[src/rtl/skt_pkg.sv]
// shared types, codes and field widths for the sorted key table
// no dependencies
package skt_pkg;

	localparam int DEF_CAPACITY = 64;

	localparam int OP_W     = 2;
	localparam int KEY_W    = 32;
	localparam int PAY_W    = 16;
	localparam int STATUS_W = 2;
	localparam int COUNT_W  = 7;

	localparam logic [OP_W-1:0] OP_INSERT = 2'd0;
	localparam logic [OP_W-1:0] OP_FIND   = 2'd1;
	localparam logic [OP_W-1:0] OP_REMOVE = 2'd2;

	localparam logic [STATUS_W-1:0] ST_OK      = 2'd0;
	localparam logic [STATUS_W-1:0] ST_DUP     = 2'd1;
	localparam logic [STATUS_W-1:0] ST_MISSING = 2'd2;
	localparam logic [STATUS_W-1:0] ST_FULL    = 2'd3;

	// per-cycle command broadcast to every cell
	typedef struct packed {
		logic cmp;
		logic ins;
		logic rem;
	} cell_ctl_t;

endpackage

[src/rtl/skt_cell.sv]
// one slot of the sorted chain: key, payload and the registered compare flag
// depends on skt_pkg
module skt_cell #(
	parameter int IDX   = 0,
	parameter int CNT_W = 7
) (
	input  logic                        clk,
	input  skt_pkg::cell_ctl_t          ctl,
	input  logic [CNT_W-1:0]            count,
	input  logic signed [skt_pkg::KEY_W-1:0] req_key,
	input  logic [skt_pkg::PAY_W-1:0]   req_pay,
	input  logic signed [skt_pkg::KEY_W-1:0] left_key,
	input  logic [skt_pkg::PAY_W-1:0]   left_pay,
	input  logic                        left_lt,
	input  logic signed [skt_pkg::KEY_W-1:0] right_key,
	input  logic [skt_pkg::PAY_W-1:0]   right_pay,
	output logic signed [skt_pkg::KEY_W-1:0] key,
	output logic [skt_pkg::PAY_W-1:0]   pay,
	output logic                        lt,
	output logic                        eq
);
	import skt_pkg::*;

	localparam logic [CNT_W-1:0] IDX_V = CNT_W'(IDX);

	logic signed [KEY_W-1:0] key_q;
	logic [PAY_W-1:0]        pay_q;
	logic                    lt_s1;
	logic                    held;
	logic                    lt_c;

	// a slot holds a live entry only below the fill count
	assign held = IDX_V < count;
	assign lt_c = held && (key_q < req_key);
	assign eq   = held && (key_q == req_key);

	always_ff @(posedge clk) begin
		if (ctl.cmp) begin
			lt_s1 <= lt_c;
		end
		if (ctl.ins && !lt_s1) begin
			// first slot at or past the key takes the new word, the rest move up
			if (left_lt) begin
				key_q <= req_key;
				pay_q <= req_pay;
			end else begin
				key_q <= left_key;
				pay_q <= left_pay;
			end
		end
		if (ctl.rem && !lt_s1) begin
			key_q <= right_key;
			pay_q <= right_pay;
		end
	end

	assign key = key_q;
	assign pay = pay_q;
	assign lt  = lt_s1;

endmodule

[config.mk]
export PLATFORM = sky130hd
export DESIGN_NAME = skt_cell
export DESIGN_NICKNAME = d
export VERILOG_FILES = /design/src/rtl/skt_pkg.sv /design/src/rtl/skt_cell.sv
export SDC_FILE = /design/constraint.sdc
export NUM_CORES = 1
export LEC_CHECK = 0
export BUFFER_PORTS_ARGS = -buffer_cell sky130_fd_sc_hd__buf_2
export CAP_MARGIN = 0
export CORE_ASPECT_RATIO = 0.75
export CORE_UTILIZATION = 47
export CTS_BUF_LIST = sky130_fd_sc_hd__clkbuf_8 sky130_fd_sc_hd__clkbuf_16
export CTS_CLUSTER_DIAMETER = 200
export DETAILED_ROUTE_END_ITERATION = 12
export GPL_ROUTABILITY_DRIVEN = 0
export PLACE_DENSITY = 0.87
export SLEW_MARGIN = 20
export SYNTH_ARGS = -nofsm -noshare
export SYNTH_HDL_FRONTEND = slang
export SYNTH_SLANG_ARGS = --single-unit
[constraint.sdc]
create_clock -name clk -period 5.62 [get_ports clk]
set_clock_uncertainty 0.05 [all_clocks]
set_input_delay 0.281 -clock clk [delete_from_list [all_inputs] [get_ports clk]]
set_output_delay 0.281 -clock clk [all_outputs]
set_load 0.01 [all_outputs]
## Yosys cells after proc, flatten, opt, wreduce, memory -nomap -nowiden

Index checks and enable logic that the tools add are counted.

| word-level totals | value |
|---|---|
| memory bits (read-only) | 0 |
| output and inout port bits | 50 |
| bits in registers | 49 |
| bits in latches | 0 |
| logic and storage cells | 18 |
| input bits | 156 |
| memories | 0 |
| bits in writable memories | 0 |

| operators by class | value |
|---|---|
| shifts and indexed selects | 0 |
| reductions and logical operators | 6 |
| multipliers | 0 |
| $lt $le $gt $ge | 2 |
| bitwise gates (word level) | 0 |
| divide/modulo/power cells | 0 |
| $add $sub $neg | 0 |
| mux-type cells | 6 |
| eq/ne operators | 1 |

Operators by type and width:

| cell | number |
|---|---|
| $mux W32 | 3 |
| $mux W16 | 3 |
| $eq A32 B32 Y1 | 1 |
| $lt A32 B32 Y1 | 1 |
| $lt A1 B7 Y1 const A | 1 |
| $logic_and A1 B1 Y1 | 4 |
| $reduce_bool A2 Y1 | 1 |
| $logic_not A1 Y1 | 1 |

## Longest topological paths before layout

| logic depth | value |
|---|---|
| word-level depth | 4 |
| mapped depth | 7 |
| mapped depth without buffers | 7 |

## Worst setup path before layout

OpenSTA, ideal clock, no wires.

| timing | value |
|---|---|
| kind | reg-to-reg |
| start point | register lt_s1, in the netlist lt |
| end point | register key_q[0], in the netlist key[0] (enable) |
| path slack | 2.616 ns |
| buffers on the path | 0 |
| stages on the path, launching flop included | 2 |
| required time | 5.115 ns |
| clock period less this slack | 3.004 ns |
| setup time | 0.455 ns |
| arrival time | 2.499 ns |
| path through | edfxtp_1 nor2_1 |

| between the ends | value |
|---|---|
| word-level cells in the longest chain between the ends | 3 |
| elaborated cells on any way between the ends | 4 |
| those cells by class | 4 x reduce/logical |

RTL lines:

| what | RTL line | source |
|---|---|---|
| start, declared | skt_cell.sv:28 | `logic lt_s1;` |
| start signal, assigned | skt_cell.sv:39 | `lt_s1 <= lt_c;` |
| $logic_not A1 Y1 * | skt_cell.sv:41, skt_cell.sv:51 |  |
| $logic_and A1 B1 Y1 (on tied branches) | skt_cell.sv:41, skt_cell.sv:51 |  |
| $reduce_bool A2 Y1 (no line) * | -- |  |
| end signal, assigned | skt_cell.sv:44 | `key_q <= req_key;` |
| end signal, assigned | skt_cell.sv:47 | `key_q <= left_key;` |
| end signal, assigned | skt_cell.sv:52 | `key_q <= right_key;` |
| end, declared | skt_cell.sv:26 | `logic signed [KEY_W-1:0] key_q;` |

Mark *: on every way between the ends. The rest lies on a longest branch, timed or not.
A chain may end at the register's enable or synchronous reset.

## Final worst setup path

| timing | value |
|---|---|
| start point | register key_q[23], in the netlist key[23] |
| end point | output eq |

| between the ends | value |
|---|---|
| word-level cells in the longest chain between the ends | 2 |

RTL lines:

| what | RTL line | source |
|---|---|---|
| $eq A32 B32 Y1 | skt_cell.sv:35 | `assign eq = held && (key_q == req_key);` |
| $logic_and A1 B1 Y1 | skt_cell.sv:35 |  |
| end, declared | skt_cell.sv:20 | `output logic eq` |

No other way between the ends.

==> results.yml <==
logic_synthesis:
  synth_area_leader_cell: "edfxtp_1"
  netlist_instances: 334
  yosysSeqAreaShare_pct: 44.4
  synth.ff_latch_count: 49
  synth_area_leaders: "edfxtp_1 (44%), mux2i_1 (15%), ha_1 (12%)"
  synth_fp_nets: 522
  yosysTopAreaCellShare_pct: 44.4
  synth_area_per_cell_um2: 9.92
  yosys_warnings: 0
  synth.distinct_cells: 25
  synth_area_mm2: 0.00331
drt:
  first_pass_iters: 4
  vias: 3179
  drtAntennaViolNets: 0
  drt_iter0_markers: 93
  route.met3.wl_um: 658
  drc_errors: 0
  met2WireLength_um: 4420
  top_signal_layer_used: "met4"
  met1_length_um: 3700
  wire_per_inst_um: 14.4
  vias_per_cell: 5.15
  totalWireLength_um: 8900
flow_run:
  cap_violations: 0
critical_path:
  critPathArrivalTime_ns: 2.36
  cp-end-kind: "output pin"
  worst-path-max-fanout: 3
  cp_slowest_cell: "nor4bb_1"
  worstPathRequired_ns: 5.29
  path_cells: "ha_1 -> and4_1 -> nor4bb_1 -> nand2_1 -> nor4_1 -> buf_2"
  path_class: "register to output pin"
  cpPeakStageDelay_ns: 0.50
  cp-start-kind: "register"
sta:
  maxSlewViolCount: 0
  fin_crit_ns: 2.69
  fin_crit_sh_pct: 47.9
  rsz0062_at_grt: "no"
  relSlewSlack_pct: 45.3
  setup_violations: 0
  worst_pin_slew_ns: 0.820
  setup_ws_ns: 2.93
  max_freq_ghz: 0.371
  hold_viol_final: 0
  setup_tns_ns: 0
cts:
  clk_path_buf_depth: 2
  post-cts-setup-buffers: 0
  clock_latency_ns: 0.30
  root_buffer: "clkbuf_8"
  cts_tree: "done"
  cts_resized: 0
  clkTransAtPathRegs_ns: 0.09
  cts_made_buffers: 5
  hold_buffers: 0
  cts_max_level: 2
  clkSinkCount: 49
global_routing:
  grt_pass1_vias: 2967
  grt_overflow: 0
  grt_pass1_wl_um: 13500
  antenna_found_initial: 0
  grt_max_degree: 59
  grt_use_total_pct: 23.7
placed_design:
  dp_hpwl_um: 7130
  dp_slack_ns: 3.23
  io_buffers: 205
floorplan:
  core_area_mm2: 0.00680
  io_pins: 206
  die_w_um: 98.9
  start_util_pct: 48.7
  fp.dieArea_mm2: 0.00739
  die_h_um: 74.7
  num_rows: 26
pwr:
  p_per_area_mw_per_mm2: 233
  p_leak_nw: 2.30
  peakVddDrop_mv: 0.130
final_layout:
  final_common_cell: "buf_2"
  fin_util_pct: 66.1
  drive_gt1_share_pct: 41.3
  layout_common_cells: "buf_2 (205), nand2_1 (58), edfxtp_1 (49), mux2i_1 (48), o21ai_0 (48)"
  antenna_cells: 0
  synthToLayoutAreaGrowth_pct: 35.7
  nets: 720
min_path:
  hp-class: "input port to register"
outcome:
  outcome: "completed"
worst paths after layout:
check / startpoint / to / slack (ns) / depth (start not counted)
max: key[23] / eq / 2.93 / 6
min: ctl[2] / lt / 0.14 / 1
min reg2reg: lt / key[23] / 0.85 / 1
max reg2reg: key[23] / lt / 3.23 / 6
metrics by stage:
step | hold slack (ns) | power, mW | cell area, um^2 | std cells
3_5_place_dp | 0.432 | 0.857 | 4410 | 609
6_report | 0.138 | 1.05 | 4500 | 617
5_1_grt | 0.120 | 1.11 | 4500 | 617
4_1_cts | 0.123 | 1.06 | 4500 | 617
3_3_place_gp | 0.436 | 0.839 | 4410 | 609
2_1_floorplan | 0.343 | 0.699 | 3310 | 334
critical path: cells and delay by family, from the launching register on:
kind,cells,cell delay [ns]
fa+ha+maj,1,0.34
buf+inv,1,0.20
flops,1,0.41
simple gates,4,1.13
state kept, by name, summed over array words and instances (netlist names):
name,count
lt,1
key,32
pay,16
power breakdown:
| part | total [mW] | switching (mW) | leakage (nW) | internal [mW] |
|---|---|---|---|---|
| clock network | 0.199 | 0.114 | 0.0491 | 0.0848 |
| logic | 0.342 | 0.190 | 1.77 | 0.151 |
| registers | 0.505 | 0.0264 | 0.479 | 0.479 |
| total | 1.05 | 0.331 | 2.30 | 0.714 |
layout make-up:
type                            count  area (um^2)
Inverter                           33          124
Fill cell                         562         2300
Tap cell                           84          105
Timing Repair Buffer              208         1050
Clock buffer                        5         68.8
Clock inverter                      3         13.8
Multi-Input combinational cell    235         1660
Sequential cell                    49         1470
layer usage:
| layer | global-route usage [%] | vias up |
|---|---|---|
| li1 | - | 1589 |
| met1 | 26.8 | 1432 |
| met2 | 45.1 | 146 |
| met3 | 6.50 | 12 |
| met4 | 6.47 | 0 |
| met5 | 0 | - |
cells by family (layout without fill, tap and decap cells):
family / after synthesis / count (layout) / share of synthesized area, %
DFF: 49 / 49 / 44.4
adders and majority gates: 32 / 32 / 12.1
and+or+nand+nor: 80 / 80 / 11.3
muxes: 49 / 49 / 14.8
buffers and inverters: 50 / 249 / 5.78
AOI/OAI and AO/OA: 74 / 74 / 11.6
synthesized netlist by cell type:
cell / count
a211oi_1: 2
ha_1: 32
a21o_1: 1
a31oi_1: 1
inv_1: 33
mux2i_1: 48
a21oi_1: 14
nor2b_1: 3
nand2_1: 58
or4_4: 1
nor4_4: 1
nand4_1: 4
and4_1: 2
o31a_1: 1
clkbuf_1: 14
nor2_1: 5
nand2b_1: 2
o21ai_1: 7
buf_2: 3
nor4_1: 2
mux2_2: 1
nor4bb_1: 1
edfxtp_1: 49
nor4b_1: 1
o21ai_0: 48
Note: power is estimated with default switching activity, not from simulation.
